$ cat src/sv/qlg_pkg.sv
// ============================================================================
// qlg_pkg
// Shared types and constants of the Q-learning grid-world step engine.
// ============================================================================
package qlg_pkg;

    // Default values of the top-level parameters
    localparam int GRID_DIM_DEF    = 5;
    localparam int VALUE_WIDTH_DEF = 16;

    // Action set is fixed at four moves
    localparam int NUM_ACTIONS = 4;
    localparam int ACT_W       = 2;

    localparam logic [ACT_W-1:0] ACT_LEFT  = 2'd0;
    localparam logic [ACT_W-1:0] ACT_RIGHT = 2'd1;
    localparam logic [ACT_W-1:0] ACT_UP    = 2'd2;
    localparam logic [ACT_W-1:0] ACT_DOWN  = 2'd3;

    // Configuration port
    localparam int CFG_IDX_W  = 3;
    localparam int CFG_DATA_W = 16;

    localparam logic [CFG_IDX_W-1:0] CFG_LEARNING_RATE   = 3'd0;
    localparam logic [CFG_IDX_W-1:0] CFG_DISCOUNT_FACTOR = 3'd1;
    localparam logic [CFG_IDX_W-1:0] CFG_EPSILON_START   = 3'd2;
    localparam logic [CFG_IDX_W-1:0] CFG_EPSILON_DECAY   = 3'd3;
    localparam logic [CFG_IDX_W-1:0] CFG_EPSILON_FLOOR   = 3'd4;
    localparam logic [CFG_IDX_W-1:0] CFG_GOAL_REWARD     = 3'd5;
    localparam logic [CFG_IDX_W-1:0] CFG_MOVE_REWARD     = 3'd6;
    localparam logic [CFG_IDX_W-1:0] CFG_EPISODE_LIMIT   = 3'd7;

    // Register reset values
    localparam logic [15:0]        LEARNING_RATE_RST   = 16'd19661;
    localparam logic [15:0]        DISCOUNT_FACTOR_RST = 16'd58982;
    localparam logic [15:0]        EPSILON_START_RST   = 16'd13107;
    localparam logic [15:0]        EPSILON_DECAY_RST   = 16'd65208;
    localparam logic [15:0]        EPSILON_FLOOR_RST   = 16'd655;
    localparam logic signed [15:0] GOAL_REWARD_RST     = 16'sd4096;
    localparam logic signed [15:0] MOVE_REWARD_RST     = -16'sd410;
    localparam logic [15:0]        EPISODE_LIMIT_RST   = 16'd500;

    // Rounding offset for Q0.16 products
    localparam int RND_HALF = 32768;

    typedef struct packed {
        logic [15:0]      explore_draw;
        logic [ACT_W-1:0] random_action;
    } t_step_in;

    typedef struct packed {
        logic [ACT_W-1:0]   action_taken;
        logic               explored;
        logic [2:0]         new_row;
        logic [2:0]         new_col;
        logic signed [15:0] updated_value;
        logic               episode_ended;
        logic [15:0]        episode_number;
        logic               training_done;
    } t_step_out;

    // Controller to datapath
    typedef struct packed {
        logic accept;       // latch item, read current row
        logic report_done;  // training finished, report only
        logic choose;       // pick action and move, read next row
        logic take_max;     // register next-state maximum
        logic calc_td;      // register temporal difference
        logic commit;       // write back Q, update agent, emit result
    } t_qlg_cmd;

    // Datapath to controller
    typedef struct packed {
        logic limit_hit;
    } t_qlg_stat;

endpackage

$ cat src/sv/qlg_ram.sv
// ============================================================================
// qlg_ram
// Generic single-write, single-read RAM with registered read data.
// ============================================================================
module qlg_ram #(
    parameter int WIDTH = 64,
    parameter int DEPTH = 25
) (
    input  logic                     i_clk,
    input  logic                     i_we,
    input  logic [$clog2(DEPTH)-1:0] i_waddr,
    input  logic [WIDTH-1:0]         i_wdata,
    input  logic                     i_re,
    input  logic [$clog2(DEPTH)-1:0] i_raddr,
    output logic [WIDTH-1:0]         o_rdata
);

    logic [WIDTH-1:0] r_mem [DEPTH];
    logic [WIDTH-1:0] r_rdata;

    always_ff @(posedge i_clk) begin
        if (i_we) begin
            r_mem[i_waddr] <= i_wdata;
        end
        if (i_re) begin
            r_rdata <= r_mem[i_raddr];
        end
    end

    assign o_rdata = r_rdata;

endmodule

$ cat src/sv/qlg_ctrl.sv
// ============================================================================
// qlg_ctrl
// Step sequencer: accept, choose, next-state max, TD, commit; report only at limit.
// ============================================================================
module qlg_ctrl (
    input  logic                i_clk,
    input  logic                i_rst_n,
    input  logic                start,
    input  qlg_pkg::t_qlg_stat  i_stat,
    output qlg_pkg::t_qlg_cmd   o_cmd,
    output logic                busy
);

    typedef enum logic [2:0] {
        S_IDLE,
        S_CUR,
        S_NXT,
        S_TD,
        S_UPD
    } t_state;

    t_state r_state, n_state;
    logic   r_busy;

    always_comb begin
        n_state = r_state;
        o_cmd   = '0;
        case (r_state)
            S_IDLE: begin
                if (start) begin
                    o_cmd.accept = 1'b1;
                    if (i_stat.limit_hit) begin
                        o_cmd.report_done = 1'b1;
                    end else begin
                        n_state = S_CUR;
                    end
                end
            end
            S_CUR: begin
                o_cmd.choose = 1'b1;
                n_state      = S_NXT;
            end
            S_NXT: begin
                o_cmd.take_max = 1'b1;
                n_state        = S_TD;
            end
            S_TD: begin
                o_cmd.calc_td = 1'b1;
                n_state       = S_UPD;
            end
            S_UPD: begin
                o_cmd.commit = 1'b1;
                n_state      = S_IDLE;
            end
            default: begin
                n_state = S_IDLE;
            end
        endcase
    end

    always_ff @(posedge i_clk) begin
        if (!i_rst_n) begin
            r_state <= S_IDLE;
            r_busy  <= 1'b0;
        end else begin
            r_state <= n_state;
            r_busy  <= (n_state != S_IDLE);
        end
    end

    assign busy = r_busy;

    a_step_commits: assert property (@(posedge i_clk) disable iff (!i_rst_n)
        (o_cmd.accept && !o_cmd.report_done) |-> ##4 o_cmd.commit)
        else $error("accepted step did not reach commit");

    a_one_phase: assert property (@(posedge i_clk) disable iff (!i_rst_n)
        $onehot0({o_cmd.accept, o_cmd.choose, o_cmd.take_max, o_cmd.calc_td, o_cmd.commit}))
        else $error("more than one step phase active");

    a_busy_state: assert property (@(posedge i_clk) disable iff (!i_rst_n)
        r_busy == (r_state != S_IDLE))
        else $error("busy flag out of step with sequencer state");

endmodule

$ cat src/sv/qlg_dp.sv
// ============================================================================
// qlg_dp
// Datapath: config registers, agent state, Q table with row valid bits,
// epsilon-greedy selection, fixed-point Q update and result register.
// ============================================================================
module qlg_dp #(
    parameter int GRID_DIM    = qlg_pkg::GRID_DIM_DEF,
    parameter int VALUE_WIDTH = qlg_pkg::VALUE_WIDTH_DEF
) (
    input  logic                              i_clk,
    input  logic                              i_rst_n,
    input  qlg_pkg::t_qlg_cmd                 i_cmd,
    output qlg_pkg::t_qlg_stat                o_stat,
    input  qlg_pkg::t_step_in                 i_item,
    input  logic                              i_cfg_we,
    input  logic [qlg_pkg::CFG_IDX_W-1:0]     i_cfg_index,
    input  logic [qlg_pkg::CFG_DATA_W-1:0]    i_cfg_data,
    output logic                              o_strobe,
    output qlg_pkg::t_step_out                o_result
);

    localparam int VW     = VALUE_WIDTH;
    localparam int NA     = qlg_pkg::NUM_ACTIONS;
    localparam int AW     = qlg_pkg::ACT_W;
    localparam int CELLS  = GRID_DIM * GRID_DIM;
    localparam int CELL_W = $clog2(CELLS);
    localparam int POS_W  = $clog2(GRID_DIM);
    localparam int ROW_W  = VW * NA;
    localparam int RW     = (VW > 16) ? VW : 16;
    localparam int TD_W   = RW + 3;

    localparam logic [POS_W-1:0] POS_MAX = POS_W'(GRID_DIM - 1);
    localparam logic [CELL_W-1:0] GRID_C = CELL_W'(GRID_DIM);

    localparam logic signed [VW+16:0]   HALF_G = (VW + 17)'(qlg_pkg::RND_HALF);
    localparam logic signed [TD_W+16:0] HALF_A = (TD_W + 17)'(qlg_pkg::RND_HALF);
    localparam logic signed [TD_W+1:0]  Q_HI   = {{(TD_W + 3 - VW){1'b0}}, {(VW - 1){1'b1}}};
    localparam logic signed [TD_W+1:0]  Q_LO   = {{(TD_W + 3 - VW){1'b1}}, {(VW - 1){1'b0}}};

    // Configuration registers
    logic [15:0]        r_alpha, r_gamma, r_decay, r_floor, r_limit;
    logic signed [15:0] r_goal_rew, r_move_rew;

    // Agent state
    logic [POS_W-1:0]   r_row, r_col;
    logic [15:0]        r_eps, r_episodes;
    logic [CELLS-1:0]   r_valid;

    // Step registers
    logic               r_expl;
    logic [AW-1:0]      r_ract, r_act;
    logic [POS_W-1:0]   r_nr, r_nc;
    logic               r_goal;
    logic [CELL_W-1:0]  r_cur_cell;
    logic [ROW_W-1:0]   r_row_cur;
    logic               r_rd_vld;
    logic signed [VW-1:0]   r_maxq;
    logic signed [TD_W-1:0] r_td;

    logic               r_strobe;
    qlg_pkg::t_step_out r_result;

    function automatic logic [AW-1:0] f_best(input logic [ROW_W-1:0] row);
        logic [AW-1:0]        b;
        logic signed [VW-1:0] bv;
        logic signed [VW-1:0] v;
        b  = '0;
        bv = row[0 +: VW];
        for (int a = 1; a < NA; a++) begin
            v = row[a*VW +: VW];
            if (v > bv) begin
                b  = AW'(a);
                bv = v;
            end
        end
        return b;
    endfunction

    function automatic logic signed [VW-1:0] f_entry(input logic [ROW_W-1:0] row,
                                                     input logic [AW-1:0]    idx);
        logic signed [VW-1:0] v;
        v = row[0 +: VW];
        for (int a = 1; a < NA; a++) begin
            if (idx == AW'(a)) begin
                v = row[a*VW +: VW];
            end
        end
        return v;
    endfunction

    // ---------------------------------------------------------------- table
    logic [ROW_W-1:0]  rd_data, row_rd, wr_data;
    logic [CELL_W-1:0] rd_addr, cur_cell, nxt_cell;
    logic              rd_en;

    qlg_ram #(
        .WIDTH (ROW_W),
        .DEPTH (CELLS)
    ) u_table (
        .i_clk   (i_clk),
        .i_we    (i_cmd.commit),
        .i_waddr (r_cur_cell),
        .i_wdata (wr_data),
        .i_re    (rd_en),
        .i_raddr (rd_addr),
        .o_rdata (rd_data)
    );

    // A row never written reads as zero
    assign row_rd = r_rd_vld ? rd_data : '0;

    // ---------------------------------------------------------------- choose
    logic [AW-1:0]    act_c;
    logic [POS_W-1:0] nr_c, nc_c;

    assign cur_cell = CELL_W'(r_row) * GRID_C + CELL_W'(r_col);
    assign act_c    = r_expl ? r_ract : f_best(row_rd);

    always_comb begin
        nr_c = r_row;
        nc_c = r_col;
        case (act_c)
            qlg_pkg::ACT_LEFT:  if (r_col != '0)     nc_c = r_col - 1'b1;
            qlg_pkg::ACT_RIGHT: if (r_col != POS_MAX) nc_c = r_col + 1'b1;
            qlg_pkg::ACT_UP:    if (r_row != '0)     nr_c = r_row - 1'b1;
            qlg_pkg::ACT_DOWN:  if (r_row != POS_MAX) nr_c = r_row + 1'b1;
            default: ;
        endcase
    end

    assign nxt_cell = CELL_W'(nr_c) * GRID_C + CELL_W'(nc_c);
    assign rd_addr  = i_cmd.choose ? nxt_cell : cur_cell;
    assign rd_en    = i_cmd.accept | i_cmd.choose;

    // ---------------------------------------------------------------- TD
    logic signed [VW+16:0]  prod_g, sum_g;
    logic signed [VW:0]     fut;
    logic signed [VW-1:0]   q_sel;
    logic signed [TD_W-1:0] td_rew, td_fut, td_q, td_c;

    assign prod_g = $signed({1'b0, r_gamma}) * r_maxq;
    assign sum_g  = prod_g + HALF_G;
    assign fut    = sum_g[VW+16:16];
    assign q_sel  = f_entry(r_row_cur, r_act);
    assign td_rew = r_goal ? TD_W'(r_goal_rew) : TD_W'(r_move_rew);
    assign td_fut = TD_W'(fut);
    assign td_q   = TD_W'(q_sel);
    assign td_c   = td_rew + td_fut - td_q;

    // ---------------------------------------------------------------- update
    logic signed [TD_W+16:0] prod_a, sum_a;
    logic signed [TD_W:0]    step_a;
    logic signed [TD_W+1:0]  newq_w;
    logic signed [VW-1:0]    newq;
    logic [31:0]             eps_prod;
    logic [15:0]             eps_dec, eps_next;

    assign prod_a = $signed({1'b0, r_alpha}) * r_td;
    assign sum_a  = prod_a + HALF_A;
    assign step_a = sum_a[TD_W+16:16];
    assign newq_w = (TD_W + 2)'(q_sel) + (TD_W + 2)'(step_a);

    always_comb begin
        if (newq_w > Q_HI) begin
            newq = Q_HI[VW-1:0];
        end else if (newq_w < Q_LO) begin
            newq = Q_LO[VW-1:0];
        end else begin
            newq = newq_w[VW-1:0];
        end
    end

    always_comb begin
        wr_data = r_row_cur;
        for (int a = 0; a < NA; a++) begin
            if (r_act == AW'(a)) begin
                wr_data[a*VW +: VW] = newq;
            end
        end
    end

    assign eps_prod = 32'(r_eps) * 32'(r_decay);
    assign eps_dec  = eps_prod[31:16];
    assign eps_next = (eps_dec > r_floor) ? eps_dec : r_floor;

    assign o_stat.limit_hit = (r_episodes >= r_limit);

    // ---------------------------------------------------------------- control state
    always_ff @(posedge i_clk) begin
        if (!i_rst_n) begin
            r_alpha     <= qlg_pkg::LEARNING_RATE_RST;
            r_gamma     <= qlg_pkg::DISCOUNT_FACTOR_RST;
            r_decay     <= qlg_pkg::EPSILON_DECAY_RST;
            r_floor     <= qlg_pkg::EPSILON_FLOOR_RST;
            r_goal_rew  <= qlg_pkg::GOAL_REWARD_RST;
            r_move_rew  <= qlg_pkg::MOVE_REWARD_RST;
            r_limit     <= qlg_pkg::EPISODE_LIMIT_RST;
            r_eps       <= qlg_pkg::EPSILON_START_RST;
            r_episodes  <= '0;
            r_row       <= '0;
            r_col       <= '0;
            r_valid     <= '0;
            r_strobe    <= 1'b0;
        end else begin
            r_strobe <= i_cmd.report_done | i_cmd.commit;
            if (i_cfg_we) begin
                case (i_cfg_index)
                    qlg_pkg::CFG_LEARNING_RATE:   r_alpha    <= i_cfg_data;
                    qlg_pkg::CFG_DISCOUNT_FACTOR: r_gamma    <= i_cfg_data;
                    qlg_pkg::CFG_EPSILON_START:   r_eps      <= i_cfg_data;
                    qlg_pkg::CFG_EPSILON_DECAY:   r_decay    <= i_cfg_data;
                    qlg_pkg::CFG_EPSILON_FLOOR:   r_floor    <= i_cfg_data;
                    qlg_pkg::CFG_GOAL_REWARD:     r_goal_rew <= $signed(i_cfg_data);
                    qlg_pkg::CFG_MOVE_REWARD:     r_move_rew <= $signed(i_cfg_data);
                    qlg_pkg::CFG_EPISODE_LIMIT:   r_limit    <= i_cfg_data;
                    default: ;
                endcase
            end
            if (i_cmd.commit) begin
                r_valid[r_cur_cell] <= 1'b1;
                if (r_goal) begin
                    // episode over: back to start, decay epsilon
                    r_row      <= '0;
                    r_col      <= '0;
                    r_eps      <= eps_next;
                    r_episodes <= r_episodes + 16'd1;
                end else begin
                    r_row <= r_nr;
                    r_col <= r_nc;
                end
            end
        end
    end

    // ---------------------------------------------------------------- payload
    always_ff @(posedge i_clk) begin
        if (rd_en) begin
            r_rd_vld <= r_valid[rd_addr];
        end
        if (i_cmd.accept) begin
            r_expl     <= (i_item.explore_draw < r_eps);
            r_ract     <= i_item.random_action;
            r_cur_cell <= cur_cell;
        end
        if (i_cmd.choose) begin
            r_act     <= act_c;
            r_nr      <= nr_c;
            r_nc      <= nc_c;
            r_goal    <= (nr_c == POS_MAX) && (nc_c == POS_MAX);
            r_row_cur <= row_rd;
        end
        if (i_cmd.take_max) begin
            // goal row is never written, its max is zero
            r_maxq <= r_goal ? '0 : f_entry(row_rd, f_best(row_rd));
        end
        if (i_cmd.calc_td) begin
            r_td <= td_c;
        end
        if (i_cmd.report_done) begin
            r_result.action_taken   <= qlg_pkg::ACT_LEFT;
            r_result.explored       <= 1'b0;
            r_result.new_row        <= 3'(r_row);
            r_result.new_col        <= 3'(r_col);
            r_result.updated_value  <= '0;
            r_result.episode_ended  <= 1'b0;
            r_result.episode_number <= r_episodes;
            r_result.training_done  <= 1'b1;
        end else if (i_cmd.commit) begin
            r_result.action_taken   <= r_act;
            r_result.explored       <= r_expl;
            r_result.new_row        <= 3'(r_nr);
            r_result.new_col        <= 3'(r_nc);
            r_result.updated_value  <= 16'(newq);
            r_result.episode_ended  <= r_goal;
            r_result.episode_number <= r_goal ? r_episodes + 16'd1 : r_episodes;
            r_result.training_done  <= 1'b0;
        end
    end

    assign o_strobe = r_strobe;
    assign o_result = r_result;

    a_on_grid: assert property (@(posedge i_clk) disable iff (!i_rst_n)
        (r_row <= POS_MAX) && (r_col <= POS_MAX))
        else $error("agent left the grid");

    a_goal_resets: assert property (@(posedge i_clk) disable iff (!i_rst_n)
        (r_strobe && r_result.episode_ended) |-> (r_row == '0 && r_col == '0))
        else $error("agent not returned to start after goal");

    a_eps_floor: assert property (@(posedge i_clk) disable iff (!i_rst_n)
        (r_strobe && r_result.episode_ended) |-> (r_eps >= r_floor))
        else $error("epsilon decayed below floor");

endmodule

$ cat src/sv/q_learning_gridworld_step.sv
// ============================================================================
// q_learning_gridworld_step
// Tabular Q-learning agent step: epsilon-greedy action, clamped move,
// fixed-point Q update, episode and epsilon bookkeeping.
// ============================================================================
//
//  channel  | handshake                   | payload
//  ---------+-----------------------------+-------------------------------
//  item in  | start high while busy low   | i_item   (t_step_in)
//  result   | o_strobe, one cycle         | o_result (t_step_out)
//  config   | i_cfg_we, no wait           | i_cfg_index, i_cfg_data
//
//  A training step runs from the accept edge to the edge that takes the
//  result: current-row read, next-row read, next-state maximum, discount
//  multiply, then learning-rate multiply with write-back. busy falls with the
//  strobe, so the next item can go in while the strobe is high.
//  Once the episode limit is reached a step reports with training_done set.
//  Reset is synchronous; the Q table row valid bits clear at once, no sweep.
//  The result receiver cannot stall; each result shows for one cycle only.
//
module q_learning_gridworld_step #(
    parameter int GRID_DIM    = qlg_pkg::GRID_DIM_DEF,
    parameter int VALUE_WIDTH = qlg_pkg::VALUE_WIDTH_DEF
) (
    input  logic                           i_clk,
    input  logic                           i_rst_n,
    input  logic                           start,
    output logic                           busy,
    input  qlg_pkg::t_step_in              i_item,
    output logic                           o_strobe,
    output qlg_pkg::t_step_out             o_result,
    input  logic                           i_cfg_we,
    input  logic [qlg_pkg::CFG_IDX_W-1:0]  i_cfg_index,
    input  logic [qlg_pkg::CFG_DATA_W-1:0] i_cfg_data
);

    qlg_pkg::t_qlg_cmd  cmd;
    qlg_pkg::t_qlg_stat stat;

    qlg_ctrl u_ctrl (
        .i_clk   (i_clk),
        .i_rst_n (i_rst_n),
        .start   (start),
        .i_stat  (stat),
        .o_cmd   (cmd),
        .busy    (busy)
    );

    qlg_dp #(
        .GRID_DIM    (GRID_DIM),
        .VALUE_WIDTH (VALUE_WIDTH)
    ) u_dp (
        .i_clk       (i_clk),
        .i_rst_n     (i_rst_n),
        .i_cmd       (cmd),
        .o_stat      (stat),
        .i_item      (i_item),
        .i_cfg_we    (i_cfg_we),
        .i_cfg_index (i_cfg_index),
        .i_cfg_data  (i_cfg_data),
        .o_strobe    (o_strobe),
        .o_result    (o_result)
    );

endmodule
$ cat config.mk
export PLATFORM = sky130hd
export DESIGN_NAME = q_learning_gridworld_step
export DESIGN_NICKNAME = d
export VERILOG_FILES = /design/src/sv/qlg_pkg.sv /design/src/sv/qlg_ram.sv /design/src/sv/qlg_ctrl.sv /design/src/sv/qlg_dp.sv /design/src/sv/q_learning_gridworld_step.sv
export SDC_FILE = /design/constraint.sdc
export NUM_CORES = 2
export LEC_CHECK = 0
export BUFFER_PORTS_ARGS = -buffer_cell sky130_fd_sc_hd__buf_2
export CORE_MARGIN = 2
export CORE_UTILIZATION = 45
export DETAILED_ROUTE_END_ITERATION = 10
export HOLD_SLACK_MARGIN = 0.15
export PLACE_DENSITY = 0.59
export SKIP_LAST_GASP = 1
export SLEW_MARGIN = 15
export SYNTH_ARGS = -nofsm -noshare
export SYNTH_HDL_FRONTEND = slang
export SYNTH_HIERARCHICAL = 1
export SYNTH_SLANG_ARGS = --single-unit
$ cat constraint.sdc
create_clock -name i_clk -period 14.9 [get_ports i_clk]
set_clock_uncertainty 0.2 [all_clocks]
set_input_delay 2.98 -clock i_clk [delete_from_list [all_inputs] [get_ports i_clk]]
set_output_delay 2.98 -clock i_clk [all_outputs]
set_load 0.01 [all_outputs]
==> summary.md <==
| Metric | Value |
|---|---|
| Vias in the first global route | `67,702` |
| Antenna violations before repair | `9` |
| Netlist cell types | `93` |
| Post-synth EDFFs | `1,803` |
| Setup repair bufs after CTS | `0` |
| Mapped Area | `between 100,000 and 150,000 sq um` |
| Root buf cell | `clkbuf_16` |
| Outcome | `finished, final reports clean` |
| Initial DRC count | `~5,800` |
| H-tree Lvls | `4` |
| R2R setup slack | `1.65 ns` |
| Total Wirelength | `300,000 um` |
| Fmax | `0.0755 GHz` |
| Fin. max-slew vios | `0` |
| Register area share after synthesis | `0.529` |
| Pin count of the biggest net entering global routing | `109` |
| Worst Max-Slew Pin Slew | `around 1.3 ns` |
| Worst Setup SP | `u_dp/r_rd_vld` |
| Worst-Skew Late Latency | `0.90 ns` |
| Final Net Count | `between 9,000 and 10,000` |
| Sum of negative setup slack | `0 ns` |
| Port bufs | `85` |
| Io pins | `86` |
| Post-synthesis register bit count | `2,004` |
| Worst hold stages | `2` |
| # resized after CTS | `0` |
| DR vias | `65,814` |
| Worst setup SP type | `register` |
| Initial Utilization | `0.452` |
| CP max stage delay | `1.15 ns` |
| # setup viols final | `0` |
| Mean post-synth cell area | `13.6 sq um` |
| Hold Path Class | `register to register` |
| Reg2reg path depth | `42` |
| Crit path time final | `between 10 and 15 ns` |
| WS Path Type | `register to register` |
| CTS tree | `done` |
| Async SR Flop Fraction | `0` |
| Ys Warns | `6` |
| Post-Syn Instances | `slightly above 8,000` |
| Die width | `between 400 and 500 um` |
| Share of post-route cells with drive strength above 1 | `0.131` |
| Total gr overflow | `0` |
| Hold path endpoint | `u_dp/r_limit[9]` |
| CP most frequent cell | `ha_1` |
| 1st-pass router iterations | `5` |
| Max-slew headroom | `0.163` |
| Die area | `248,000 sq um` |
| WL/cell | `26.0 um` |
| MaxCap Viol Count | `0` |
| Die Height | `498 um` |
| HP Start | `u_dp/r_limit[9]` |
| Final Hold Viols | `0` |
| Final HPWL DP | `~200,000 um` |
| Drt drc | `0` |
| Detail Route Antenna Nets | `0` |
| Cts hold-fix bufs | `0` |
| Synth-to-layout area growth | `10.3%` |
| Top FF cell, synth | `edfxtp_1` |
| CP endpoint kind | `register` |
| Num CTS Buffers | `about 210` |
| Final cycle utilization of the critical path | `0.889` |
| Slowest cell on the critical path | `nor3_4` |
| RSZ-0062 raised after global routing | `no` |
| CP Data Arrival Time | `13.59 ns` |
| Max Root-Sink Buffers | `3` |
| Worst r2r src | `u_dp/r_rd_vld` |
| Vias per Instance | `5.71` |
| Max FO, Critical Path | `55` |
| Most common cell after layout, fill and taps aside | `edfxtp_1` |
| Critical Path RT | `~15 ns` |
| Worst r2r dst | `u_dp/u_table/o_rdata[27]` |
| Gpl congestion | `0.907` |
| Row count | `181` |
| Cell Area, Placed | `114,000 sq um` |
| Syn nets | `9,326` |
| Commonest non-fill, non-tap cells in the layout | `edfxtp_1 (1,803), nand2_1 (981), inv_1 (961)` |
| Num Clock Sinks | `2,004` |
| Post-Layout Inst Area | `roughly 120,000 sq um` |
| Core ar. | `243,000 sq um` |
| Clk slew on worst S/H paths | `0.06 ns` |
| Overall global routing resource usage | `0.243` |
| First-pass GRT wire length | `between 400,000 and 500,000 um` |
[through the flow]
step	hold slack, ns	setup WS [ns]	instances	utilization
CTS	0.255	1.67	11530	0.498
finish	0.255	1.65	11536	0.499
global placement	0.233	1.94	11150	0.470
floorplan	0.229	4.19	8092	-
global route	0.267	0.959	11532	0.499
detailed placement	0.247	1.75	11151	0.470
[flip-flops by register name, summed over array words and instances, names as in the netlist, 5 cells and up]
signal                cells
u_dp/r_limit             16
u_dp/r_cur_cell           5
u_dp/r_eps               16
u_dp/o_result            43
u_dp/r_decay             16
u_dp/r_valid             25
u_dp/r_floor             16
u_dp/r_maxq              16
u_dp/u_table/o_rdata     64
u_dp/r_gamma             16
u_dp/r_move_rew          16
u_dp/r_row_cur           64
u_dp/r_alpha             16
u_dp/r_td                19
u_dp/r_episodes          16
u_dp/r_goal_rew          16
u_dp/u_table/r_mem     1600
[worst max-delay path, delay by kind of cell (launching register included)]
kind | cells | cell delay, ns
buffers and inverters | 3 | 1.23
flip-flops | 1 | 0.52
AO/OA/AOI/OAI | 18 | 4.21
XOR/XNOR | 4 | 0.86
multiplexers | 2 | 0.59
AND/OR/NAND/NOR | 9 | 3.29
adder cells (fa/ha/maj) | 6 | 1.95
[cell families (layout without fill, tap and decap cells)]
group,after synthesis,count (layout),synth area share
flip-flops,2004,2004,0.529
AND/OR/NAND/NOR,1924,1924,0.0804
buffers and inverters,1365,1602,0.0500
adder cells (fa/ha/maj),1193,1193,0.184
AO/OA/AOI/OAI,984,984,0.0591
multiplexers,517,517,0.0889
XOR/XNOR,105,105,0.00836
other,0,5,0
[Yosys cell counts, drive strengths merged (11+ instances only)]
master	count	share of area
dfxtp	201	0.037
nor3	39	0.0019
xnor2	70	0.0056
a21oi	291	0.014
nand3	86	0.0039
a211oi	44	0.0035
o22ai	68	0.0039
o211ai	32	0.0022
nand2b	31	0.0018
edfxtp	1803	0.49
o21a	36	0.0025
mux4	366	0.075
nand4	24	0.0014
a22oi	32	0.0022
nor2	278	0.0095
buf	117	0.0073
a31oi	11	0.00063
mux2i	130	0.012
a2111oi	24	0.0027
fa	712	0.13
inv	964	0.033
clkbuf	281	0.0097
and3	21	0.0012
a21o	51	0.0035
a22o	12	0.00096
a221oi	45	0.0043
or3	19	0.0011
nor2b	27	0.0016
xor2	35	0.0028
ha	481	0.055
mux2	21	0.0022
and2	369	0.021
o31ai	13	0.0012
o21ai	255	0.012
nand2	984	0.034
[final cells by class]
type / count / area, sq um
clock inverter: 129 / 1520
timing repair buffer: 256 / 1820
antenna: 5 / 12.5
tap: 3202 / 4010
multi-input combinational: 4723 / 46800
inverter: 967 / 3650
clock buffer: 250 / 5380
sequential: 2004 / 58200
fill: 20728 / 122000
[how the worst max path moves through the flow]
stage               depth (start not counted)  slack (ns)                        to
floorplan                                  48        4.19  u_dp/u_table/o_rdata[59]
global placement                           42        1.94  u_dp/u_table/o_rdata[58]
detailed placement                         42        1.75  u_dp/u_table/o_rdata[27]
CTS                                        42        1.67  u_dp/u_table/o_rdata[27]
global route                               42        0.96  u_dp/u_table/o_rdata[27]
finish                                     42        1.65  u_dp/u_table/o_rdata[27]
[routing by layer]
layer | global-route usage | share of wire | vias up
met5 | 0 | 0.000040 | -
met4 | 0.0660 | 0.027 | 2
met3 | 0.0288 | 0.058 | 454
met2 | 0.413 | 0.50 | 2247
met1 | 0.330 | 0.41 | 34452
li1 | - | - | 28659
Power is not shown: default switching activity piles up to over one toggle a cycle in this logic, so the estimate is an artifact.
